### src/rtl/achs_pkg.sv
package achs_pkg;

   // Parser phases
   typedef enum logic [2:0] {
      PH_PREFIX    = 3'd0,
      PH_ID3_HDR   = 3'd1,
      PH_ID3_SKIP  = 3'd2,
      PH_FLAC_HDR  = 3'd3,
      PH_FLAC_SKIP = 3'd4,
      PH_PASS      = 3'd5,
      PH_DEAD      = 3'd6
   } phase_type;

   // Result status codes
   localparam logic [1:0] ST_PAYLOAD = 2'd0;
   localparam logic [1:0] ST_SKIPPED = 2'd1;
   localparam logic [1:0] ST_TOO_LONG = 2'd2;

   // Marker characters
   localparam logic [7:0] CH_I      = 8'h49;
   localparam logic [7:0] CH_D      = 8'h44;
   localparam logic [7:0] CH_3      = 8'h33;
   localparam logic [7:0] CH_F_LOW  = 8'h66;
   localparam logic [7:0] CH_L      = 8'h4C;
   localparam logic [7:0] CH_A_LOW  = 8'h61;
   localparam logic [7:0] CH_C      = 8'h43;

   // Header layout constants
   localparam logic [7:0]  SYNCSAFE_MASK   = 8'h7F;
   localparam logic [7:0]  FOOTER_FLAG     = 8'h10;
   localparam logic [7:0]  LAST_BLOCK_FLAG = 8'h80;
   localparam logic [28:0] ID3_HDR_LEN     = 29'd10;
   localparam logic [28:0] ID3_FOOTER_LEN  = 29'd10;
   localparam logic [23:0] ID3_FLAGS_POS   = 24'd5;
   localparam logic [23:0] ID3_SIZE_POS    = 24'd6;
   localparam logic [23:0] ID3_LAST_POS    = 24'd9;
   localparam logic [23:0] FLAC_BLK_HDR_LEN = 24'd4;
   localparam logic [23:0] LIMIT_RESET     = 24'd16384;

   // One group of results caused by one input beat
   typedef struct packed {
      logic [1:0]       status;
      logic [1:0]       last_idx;   // number of results minus one
      logic [3:0][7:0]  data;       // payload bytes, index 0 first
      logic [23:0]      length;     // skipped header length
   } group_type;

   // Expected marker byte at a given prefix position
   function automatic logic [7:0] marker_char(input logic [1:0] idx, input logic id3);
      logic [7:0] ch;
      case (idx)
         2'd0: ch = id3 ? CH_I : CH_F_LOW;
         2'd1: ch = id3 ? CH_D : CH_L;
         2'd2: ch = id3 ? CH_3 : CH_A_LOW;
         default: ch = CH_C;
      endcase
      return ch;
   endfunction

endpackage

### src/rtl/achs_front.sv
module achs_front (
   input  logic              clock,
   input  logic              reset,
   input  logic              req_push,
   input  logic [7:0]        req_data_byte,
   input  logic              q_full,
   input  logic              csr_valid,
   output logic              csr_ready,
   input  logic [23:0]       csr_wdata,
   output logic              grp_valid,
   output achs_pkg::group_type grp
);
   import achs_pkg::*;

   phase_type   phase_ff, phase_in;
   logic [23:0] pos_ff, pos_in;
   logic [23:0] skip_ff, skip_in;
   logic [27:0] acc_ff, acc_in;
   logic        footer_ff, footer_in;
   logic        final_ff, final_in;
   logic        is_id3_ff, is_id3_in;
   logic [23:0] limit_ff;

   logic        take;
   logic [7:0]  b;
   logic [23:0] pos_inc;
   logic [27:0] acc_id3;
   logic [23:0] acc_flac;
   logic [28:0] id3_total;
   logic        id3_over, id3_empty;
   logic [24:0] flac_end;
   logic        flac_over;
   logic        next_hdr_over;
   logic        skip_last;
   logic        marker_hit;
   logic        marker_id3;

   assign take      = req_push && !q_full;
   assign b         = req_data_byte;
   assign csr_ready = 1'b1;

   // Shared decode of the current beat
   always_comb begin
      pos_inc   = pos_ff + 24'd1;
      acc_id3   = {acc_ff[20:0], b[6:0] & SYNCSAFE_MASK[6:0]};
      acc_flac  = {acc_ff[15:0], b};
      id3_total = ID3_HDR_LEN + {1'b0, acc_id3} + (footer_ff ? ID3_FOOTER_LEN : 29'd0);
      id3_over  = id3_total > {5'd0, limit_ff};
      id3_empty = (acc_id3 == 28'd0) && !footer_ff;
      flac_end  = {1'b0, pos_inc} + {1'b0, acc_flac};
      if (final_ff) begin
         flac_over = flac_end > {1'b0, limit_ff};
      end else begin
         flac_over = ({1'b0, flac_end} + {2'd0, FLAC_BLK_HDR_LEN}) > {2'd0, limit_ff};
      end
      next_hdr_over = ({1'b0, pos_inc} + {1'b0, FLAC_BLK_HDR_LEN}) > {1'b0, limit_ff};
      skip_last     = skip_ff == 24'd1;
      marker_id3    = (pos_ff[1:0] == 2'd0) ? (b == CH_I) : is_id3_ff;
      marker_hit    = b == marker_char(pos_ff[1:0], marker_id3);
   end

   // Next phase
   always_comb begin
      phase_in = phase_ff;
      case (phase_ff)
         PH_PREFIX: begin
            if (!marker_hit) begin
               phase_in = PH_PASS;
            end else if (pos_ff[1:0] == 2'd2 && is_id3_ff) begin
               phase_in = PH_ID3_HDR;
            end else if (pos_ff[1:0] == 2'd3) begin
               phase_in = next_hdr_over ? PH_DEAD : PH_FLAC_HDR;
            end
         end
         PH_ID3_HDR: begin
            if (pos_ff == ID3_LAST_POS) begin
               if (id3_over) begin
                  phase_in = PH_DEAD;
               end else if (id3_empty) begin
                  phase_in = PH_PASS;
               end else begin
                  phase_in = PH_ID3_SKIP;
               end
            end
         end
         PH_ID3_SKIP: begin
            if (skip_last) begin
               phase_in = PH_PASS;
            end
         end
         PH_FLAC_HDR: begin
            if (skip_last) begin
               if (flac_over) begin
                  phase_in = PH_DEAD;
               end else if (acc_flac == 24'd0) begin
                  phase_in = final_ff ? PH_PASS : PH_FLAC_HDR;
               end else begin
                  phase_in = PH_FLAC_SKIP;
               end
            end
         end
         PH_FLAC_SKIP: begin
            if (skip_last) begin
               if (final_ff) begin
                  phase_in = PH_PASS;
               end else begin
                  phase_in = next_hdr_over ? PH_DEAD : PH_FLAC_HDR;
               end
            end
         end
         PH_PASS: phase_in = PH_PASS;
         default: phase_in = PH_DEAD;
      endcase
   end

   // Datapath updates and emitted result group
   always_comb begin
      pos_in    = pos_ff;
      skip_in   = skip_ff;
      acc_in    = acc_ff;
      footer_in = footer_ff;
      final_in  = final_ff;
      is_id3_in = is_id3_ff;
      grp_valid = 1'b0;
      grp       = '0;
      case (phase_ff)
         PH_PREFIX: begin
            if (marker_hit) begin
               pos_in = pos_inc;
               if (pos_ff[1:0] == 2'd0) begin
                  is_id3_in = marker_id3;
               end
               if (pos_ff[1:0] == 2'd2 && is_id3_ff) begin
                  acc_in    = '0;
                  footer_in = 1'b0;
               end
               if (pos_ff[1:0] == 2'd3) begin
                  final_in = 1'b0;
                  if (next_hdr_over) begin
                     grp_valid  = 1'b1;
                     grp.status = ST_TOO_LONG;
                  end else begin
                     skip_in = FLAC_BLK_HDR_LEN;
                     acc_in  = '0;
                  end
               end
            end else begin
               // flush held marker bytes, then the breaking byte
               grp_valid    = 1'b1;
               grp.status   = ST_PAYLOAD;
               grp.last_idx = pos_ff[1:0];
               for (int k = 0; k < 4; k++) begin
                  grp.data[k] = (2'(k) < pos_ff[1:0]) ? marker_char(2'(k), is_id3_ff) : b;
               end
            end
         end
         PH_ID3_HDR: begin
            pos_in = pos_inc;
            if (pos_ff == ID3_FLAGS_POS) begin
               footer_in = (b & FOOTER_FLAG) != 8'd0;
            end
            if (pos_ff >= ID3_SIZE_POS) begin
               acc_in = acc_id3;
            end
            if (pos_ff == ID3_LAST_POS) begin
               if (id3_over) begin
                  grp_valid  = 1'b1;
                  grp.status = ST_TOO_LONG;
               end else if (id3_empty) begin
                  grp_valid  = 1'b1;
                  grp.status = ST_SKIPPED;
                  grp.length = pos_inc;
               end else begin
                  skip_in = 24'(id3_total - ID3_HDR_LEN);
               end
            end
         end
         PH_ID3_SKIP: begin
            pos_in  = pos_inc;
            skip_in = skip_ff - 24'd1;
            if (skip_last) begin
               grp_valid  = 1'b1;
               grp.status = ST_SKIPPED;
               grp.length = pos_inc;
            end
         end
         PH_FLAC_HDR: begin
            pos_in  = pos_inc;
            skip_in = skip_ff - 24'd1;
            if (skip_ff == FLAC_BLK_HDR_LEN) begin
               final_in = (b & LAST_BLOCK_FLAG) != 8'd0;
            end else begin
               acc_in = {4'd0, acc_flac};
            end
            if (skip_last) begin
               if (flac_over) begin
                  grp_valid  = 1'b1;
                  grp.status = ST_TOO_LONG;
               end else if (acc_flac == 24'd0) begin
                  if (final_ff) begin
                     grp_valid  = 1'b1;
                     grp.status = ST_SKIPPED;
                     grp.length = pos_inc;
                  end else begin
                     skip_in = FLAC_BLK_HDR_LEN;
                     acc_in  = '0;
                  end
               end else begin
                  skip_in = acc_flac;
               end
            end
         end
         PH_FLAC_SKIP: begin
            pos_in  = pos_inc;
            skip_in = skip_ff - 24'd1;
            if (skip_last) begin
               if (final_ff) begin
                  grp_valid  = 1'b1;
                  grp.status = ST_SKIPPED;
                  grp.length = pos_inc;
               end else if (next_hdr_over) begin
                  grp_valid  = 1'b1;
                  grp.status = ST_TOO_LONG;
               end else begin
                  skip_in = FLAC_BLK_HDR_LEN;
                  acc_in  = '0;
               end
            end
         end
         PH_PASS: begin
            grp_valid    = 1'b1;
            grp.status   = ST_PAYLOAD;
            grp.data[0]  = b;
         end
         default: begin
            grp_valid = 1'b0;
         end
      endcase
      if (!take) begin
         grp_valid = 1'b0;
      end
   end

   // State registers
   always_ff @(posedge clock) begin
      if (reset) begin
         phase_ff  <= PH_PREFIX;
         pos_ff    <= '0;
         skip_ff   <= '0;
         acc_ff    <= '0;
         footer_ff <= 1'b0;
         final_ff  <= 1'b0;
         is_id3_ff <= 1'b0;
      end else if (take) begin
         phase_ff  <= phase_in;
         pos_ff    <= pos_in;
         skip_ff   <= skip_in;
         acc_ff    <= acc_in;
         footer_ff <= footer_in;
         final_ff  <= final_in;
         is_id3_ff <= is_id3_in;
      end
   end

   // Header size limit register
   always_ff @(posedge clock) begin
      if (reset) begin
         limit_ff <= LIMIT_RESET;
      end else if (csr_valid && csr_ready) begin
         limit_ff <= csr_wdata;
      end
   end

   a_dead_silent: assert property (@(posedge clock) disable iff (reset)
      (phase_ff == PH_DEAD) |-> !grp_valid)
      else $error("result emitted after header error");

   a_prefix_pos: assert property (@(posedge clock) disable iff (reset)
      (phase_ff == PH_PREFIX) |-> (pos_ff <= 24'd3))
      else $error("prefix position out of range");

   a_single_status: assert property (@(posedge clock) disable iff (reset)
      (grp_valid && grp.status != ST_PAYLOAD) |-> (grp.last_idx == 2'd0))
      else $error("status result group holds more than one result");

endmodule

### src/rtl/achs_queue.sv
module achs_queue #(
   parameter int DEPTH = 4
) (
   input  logic                clock,
   input  logic                reset,
   input  logic                push,
   input  achs_pkg::group_type wr_data,
   output logic                full,
   input  logic                pop,
   output achs_pkg::group_type rd_data,
   output logic                empty
);
   import achs_pkg::*;

   localparam int AW = $clog2(DEPTH);

   group_type       mem [DEPTH];
   logic [AW-1:0]   wr_ptr_ff, rd_ptr_ff;
   logic [AW:0]     count_ff;

   assign full    = count_ff == (AW+1)'(DEPTH);
   assign empty   = count_ff == '0;
   assign rd_data = mem[rd_ptr_ff];

   // Entry storage
   always_ff @(posedge clock) begin
      if (push) begin
         mem[wr_ptr_ff] <= wr_data;
      end
   end

   // Pointers and fill count; pointers wrap at the last entry
   always_ff @(posedge clock) begin
      if (reset) begin
         wr_ptr_ff <= '0;
         rd_ptr_ff <= '0;
         count_ff  <= '0;
      end else begin
         if (push) begin
            wr_ptr_ff <= (wr_ptr_ff == AW'(DEPTH - 1)) ? '0 : wr_ptr_ff + AW'(1);
         end
         if (pop) begin
            rd_ptr_ff <= (rd_ptr_ff == AW'(DEPTH - 1)) ? '0 : rd_ptr_ff + AW'(1);
         end
         case ({push, pop})
            2'b10:   count_ff <= count_ff + (AW+1)'(1);
            2'b01:   count_ff <= count_ff - (AW+1)'(1);
            default: count_ff <= count_ff;
         endcase
      end
   end

   a_no_overflow: assert property (@(posedge clock) disable iff (reset)
      !(push && full))
      else $error("group queue overflow");

   a_no_underflow: assert property (@(posedge clock) disable iff (reset)
      !(pop && empty))
      else $error("group queue underflow");

endmodule

### src/rtl/achs_back.sv
module achs_back (
   input  logic                clock,
   input  logic                reset,
   input  achs_pkg::group_type head,
   input  logic                head_valid,
   output logic                head_pop,
   output logic                rsp_empty,
   input  logic                rsp_pop,
   output logic [1:0]          rsp_status,
   output logic [7:0]          rsp_out_byte,
   output logic [28:0]         rsp_skipped_length,
   output logic                rsp_last
);
   import achs_pkg::*;

   logic [1:0]  idx_ff, idx_in;
   logic        out_valid_ff, out_valid_in;
   logic [1:0]  out_status_ff;
   logic [7:0]  out_byte_ff;
   logic [23:0] out_len_ff;
   logic        out_last_ff;
   logic        load;
   logic        is_last;

   // Load the output stage when a group is at the queue head and the stage is free or being drained
   assign load    = head_valid && (!out_valid_ff || rsp_pop);
   assign is_last = idx_ff == head.last_idx;
   assign head_pop = load && is_last;

   always_comb begin
      idx_in = idx_ff;
      if (load) begin
         idx_in = is_last ? 2'd0 : idx_ff + 2'd1;
      end
      if (load) begin
         out_valid_in = 1'b1;
      end else if (rsp_pop) begin
         out_valid_in = 1'b0;
      end else begin
         out_valid_in = out_valid_ff;
      end
   end

   // Control registers
   always_ff @(posedge clock) begin
      if (reset) begin
         idx_ff       <= '0;
         out_valid_ff <= 1'b0;
      end else begin
         idx_ff       <= idx_in;
         out_valid_ff <= out_valid_in;
      end
   end

   // Output beat payload
   always_ff @(posedge clock) begin
      if (load) begin
         out_status_ff <= head.status;
         out_byte_ff   <= head.data[idx_ff];
         out_len_ff    <= head.length;
         out_last_ff   <= is_last;
      end
   end

   assign rsp_empty          = !out_valid_ff;
   assign rsp_status         = out_status_ff;
   assign rsp_out_byte       = out_byte_ff;
   assign rsp_skipped_length = {5'd0, out_len_ff};
   assign rsp_last           = out_last_ff;

   a_idx_in_group: assert property (@(posedge clock) disable iff (reset)
      head_valid |-> (idx_ff <= head.last_idx))
      else $error("result index beyond group size");

endmodule

### src/rtl/audio_container_header_stripper.sv
// Path: an accepted byte is queued as a result group, then loaded into the output
// register; a marker flush of up to four results follows one per cycle while popped.
// Throughput: one byte per cycle in pass-through while the queue has room; results
// go out one per cycle while rsp_pop is held, set by the single output register
// draining the group queue. Reset: synchronous, active high; returns to marker
// matching, empties the queue and output stage, and sets the header size limit to 16384.
module audio_container_header_stripper #(
   parameter int QUEUE_DEPTH = 4
) (
   input  logic        clock,
   input  logic        reset,
   input  logic        req_push,
   output logic        req_full,
   input  logic [7:0]  req_data_byte,
   output logic        rsp_empty,
   input  logic        rsp_pop,
   output logic [1:0]  rsp_status,
   output logic [7:0]  rsp_out_byte,
   output logic [28:0] rsp_skipped_length,
   output logic        rsp_last,
   input  logic        csr_valid,
   output logic        csr_ready,
   input  logic [23:0] csr_wdata
);
   import achs_pkg::*;

   group_type grp, head;
   logic      grp_valid;
   logic      q_full, q_empty, head_pop;

   assign req_full = q_full;

   // Front: marker match and header walk
   achs_front u_front (
      .clock         (clock),
      .reset         (reset),
      .req_push      (req_push),
      .req_data_byte (req_data_byte),
      .q_full        (q_full),
      .csr_valid     (csr_valid),
      .csr_ready     (csr_ready),
      .csr_wdata     (csr_wdata),
      .grp_valid     (grp_valid),
      .grp           (grp)
   );

   // Queue of result groups between front and back
   achs_queue #(
      .DEPTH (QUEUE_DEPTH)
   ) u_queue (
      .clock   (clock),
      .reset   (reset),
      .push    (grp_valid),
      .wr_data (grp),
      .full    (q_full),
      .pop     (head_pop),
      .rd_data (head),
      .empty   (q_empty)
   );

   // Back: one result beat per cycle while rsp_pop drains the output
   achs_back u_back (
      .clock              (clock),
      .reset              (reset),
      .head               (head),
      .head_valid         (!q_empty),
      .head_pop           (head_pop),
      .rsp_empty          (rsp_empty),
      .rsp_pop            (rsp_pop),
      .rsp_status         (rsp_status),
      .rsp_out_byte       (rsp_out_byte),
      .rsp_skipped_length (rsp_skipped_length),
      .rsp_last           (rsp_last)
   );

endmodule

### config.mk
export PLATFORM = sky130hd
export DESIGN_NAME = audio_container_header_stripper
export DESIGN_NICKNAME = d
export VERILOG_FILES = /design/src/rtl/achs_pkg.sv /design/src/rtl/achs_front.sv /design/src/rtl/achs_queue.sv /design/src/rtl/achs_back.sv /design/src/rtl/audio_container_header_stripper.sv
export SDC_FILE = /design/constraint.sdc
export NUM_CORES = 1
export LEC_CHECK = 0
export BUFFER_PORTS_ARGS = -buffer_cell sky130_fd_sc_hd__buf_2
export CORE_MARGIN = 2
export CORE_UTILIZATION = 29
export DETAILED_ROUTE_END_ITERATION = 8
export GPL_TIMING_DRIVEN = 1
export PLACE_DENSITY_LB_ADDON = 0.3
export REMOVE_ABC_BUFFERS = 1
export SETUP_SLACK_MARGIN = 0.5
export SLEW_MARGIN = 0
export SYNTH_ARGS = -nofsm -noshare
export SYNTH_HDL_FRONTEND = slang
export SYNTH_HIERARCHICAL = 1
export SYNTH_SLANG_ARGS = --single-unit
### constraint.sdc
create_clock -name clock -period 15.1 [get_ports clock]
set_input_delay 1.51 -clock clock [delete_from_list [all_inputs] [get_ports clock]]
set_output_delay 1.51 -clock clock [all_outputs]
set_load 0.02 [all_outputs]
==> results.cfg <==
[detailed_routing]
drc = 0
vias_per_cell = 5.353
wl_per_cell_um = 21.04
routed_wl_um = 68620
final_antenna_net_count = 0
dr.pass1.iters = 5
dr_total_vias = 17460
drtIter0Drc = 1644

[synth]
synthDistinctLibCells = 93
synth_largest_area_cell = edfxtp_1
ys.flop_type = edfxtp_1
ys_seq_area_share_pct = 45.46
netlist_instances = 2163
synth_area_per_cell_um2 = 10.66
synth-warning-count = 6
synth_edf_count = 275
yosys.area.top_type_share_pct = 35.82
yosys-top-cells-area = edfxtp_1 36%, dfxtp_1 9.6%, ha_1 7.7%
netlist_area_um2 = 23050
async_flop_share_pct = 0
synth-seq-cells = 386

[timing]
rsz0062_at_grt = no
finalHoldViolations = 0
fmax_mhz = 91.08
hold_slack_ps = 496.1
fin_skew_ps = 29.98
max_slew_margin_pct = 13.06
setup_viol = 0
finalCritPeriodShare_pct = 72.71
tightestPinTransition_ps = 1299
setup-tns-final_ps = 0
min_period_ps = 10980
finalMaxSlewViolations = 0

[clocking]
postCtsSetupBuffers = 0
clk_pin_slew_ps = 60
insertion_delay_ps = 590
root_buffer = clkbuf_16
cts_buffer_depth = 3
ctsHtreeMaxLevel = 2
cts_resized = 0
postCtsHoldBufs = 0
cts_tree = yes
cts.sinks = 386
numCtsBuffers = 43

[final_layout]
drive_gt1_share_pct = 11.71
syn2layout_area_growth_pct = 11.59
final_cells = 3262
fin_area_um2 = 25720
antenna_cells = 0
fin_nets = 2364
final_core_utilization_pct = 32.61

[place]
place_inst = 3188
place_congestion = 0.8676
port_buffers = 73
dp_hpwl_um = 48710
place_area_um2 = 24310

[power_and_ir_drop]
peakVddDrop_mv = 0.08707
power_density_nw_per_um2 = 157.5
leakagePower_nw = 9.494

[critical_path]
crit_path_end_kind = flop
r2r_start = u_front/pos_ff[1]$_SDFFE_PP0P_
cp-startpoint = u_front/pos_ff[1]$_SDFFE_PP0P_
cp_max_fo = 60
path_class = flop to flop
worstSetupStartpointType = flop
crit_path_max_incr_delay_ps = 890
critPathMostFrequentCell = nand2_1
cp.arrival_ps = 11180
slowest_stage = a311oi_1
worstPathRequired_ps = 15300

[global_routing]
antenna_found_initial = 0
grt_pass1_wl_um = 103000
overflow = 0
grt_pass1_vias = 16870
grt_max_degree = 61
grtUsageTotal_pct = 16.42

[run]
cap_violations = 0

[die]
die_x_um = 285.9
die_area_um2 = 81760
fp-row-count = 103
initial_core_util_pct = 29.23
pin_count = 80
die_h_um = 285.9
coreArea_um2 = 78870

[hold_path]
hold_start = u_front/limit_ff[23]$_SDFFE_PP0P_
hold_path_class = flop to flop

[status]
status = finished clean
## critical path: cells and delay by family, from the launching register on
family | cells | cell delay, ps
xor+xnor | 2 | 410
buf+inv | 2 | 820
simple gates | 16 | 4430
flops | 1 | 700
compound gates | 8 | 2700
fa+ha+maj | 3 | 1450
## cell usage after synthesis, types with 12 or more instances
library cell  instances
edfxtp_1            275
nor2_1              206
nand2_1             149
ha_1                142
a21oi_1             114
dfxtp_1             111
inv_1               108
xnor2_1              96
o21ai_0              81
clkbuf_1             76
nand3_1              66
mux4_2               65
nor3_1               64
xor2_1               56
mux2i_1              43
nand4_1              42
nor4_1               37
a22o_1               36
and3_1               32
a21o_1               29
buf_2                24
and2_1               23
nor2b_1              18
or3_1                16
a221oi_1             15
a31oi_1              12
o211ai_1             12
## routing by layer
layer  GRT usage, %  vias up  wire length (um)  part of all wire [%]
li1               -     8118                 -                     -
met1          23.03     8633             31650                    46
met2          25.72      615             30970                    45
met3          2.895       95              4256                   6.2
met4          5.131        0              1742                   2.5
met5              0        -                 0                     0
## worst paths after layout
| path | to | cells past startpoint | slack [ps] |
|---|---|---|---|
| hold / removal | u_front/limit_ff[23]$_SDFFE_PP0P_ | 2 | 500 |
| hold reg to reg | u_front/limit_ff[23]$_SDFFE_PP0P_ | 2 | 500 |
| setup reg to reg | u_queue/mem[3][50]$_DFFE_PP_ | 31 | 4120 |
| setup / recovery | u_queue/mem[3][50]$_DFFE_PP_ | 31 | 4120 |
## cell type report
type	instances	area [um2]
timing repair buffer	96	538.0
clock buffer	55	1182
inverter	109	409.1
sequential	386	10490
multi-input combinational	1547	11560
tap	1050	1314
clock inverter	19	231.5
fill	7984	53150
## kinds of logic after synthesis
logic type	synth area share (%)
DFF	45.46
muxes	8.657
xor gates and xnor gates	5.846
buffers and inverters	4.581
and+or+nand+nor	15.03
other	0.03258
AOI/OAI and AO/OA	12.51
adders and majority gates	7.881
## cells in the final DEF (no fill, tap or decap), types with 15 or more instances in the layout
cell	n
o21ai_0	81
dfxtp_1	109
nor2b_1	18
ha_1	142
xnor2_1	96
mux4_2	65
a21oi_1	113
buf_2	73
nor3_1	64
or3_1	16
nand2_1	149
and2_1	18
inv_1	108
nand4_1	42
and3_1	32
a22o_1	36
nor4_1	35
a21o_1	29
buf_4	23
nand3_1	66
a221oi_1	15
edfxtp_1	275
nor2_1	205
xor2_1	56
mux2i_1	43
clkbuf_16	44
## power by group
group	internal (W)	total, W	switching, W	leakage (nW)
registers	0.00143	0.00154	0.000101	3.51
clock network	0.000623	0.00107	0.000446	0.685
logic	0.000546	0.00145	0.000901	5.30
total	0.00260	0.00405	0.00145	9.49
## stage by stage
stage	total power, W	setup slack, ps
finish	0.004052	4120
global route	0.004286	3438
CTS	0.004096	4417
detailed placement	0.003012	4420
global placement	0.002986	4634
floorplan	0.002564	5537
## state kept, by name, summed over array words and instances, names as in the netlist, named ones only
name and cells:
u_queue/mem 240, u_back/out_len_ff 24, u_front/limit_ff 24, u_front/pos_ff 24
u_front/skip_ff 24, u_front/acc_ff 21, u_back/rsp_out_byte 8, u_front/phase_ff 3
u_queue/count_ff 3, u_back/idx_ff 2, u_back/rsp_status 2, u_queue/rd_ptr_ff 2
u_queue/wr_ptr_ff 2, u_back/out_valid_ff 1, u_back/rsp_last 1, u_front/final_ff 1
u_front/footer_ff 1, u_front/is_id3_ff 1
Power figures use the tool's default switching activity.
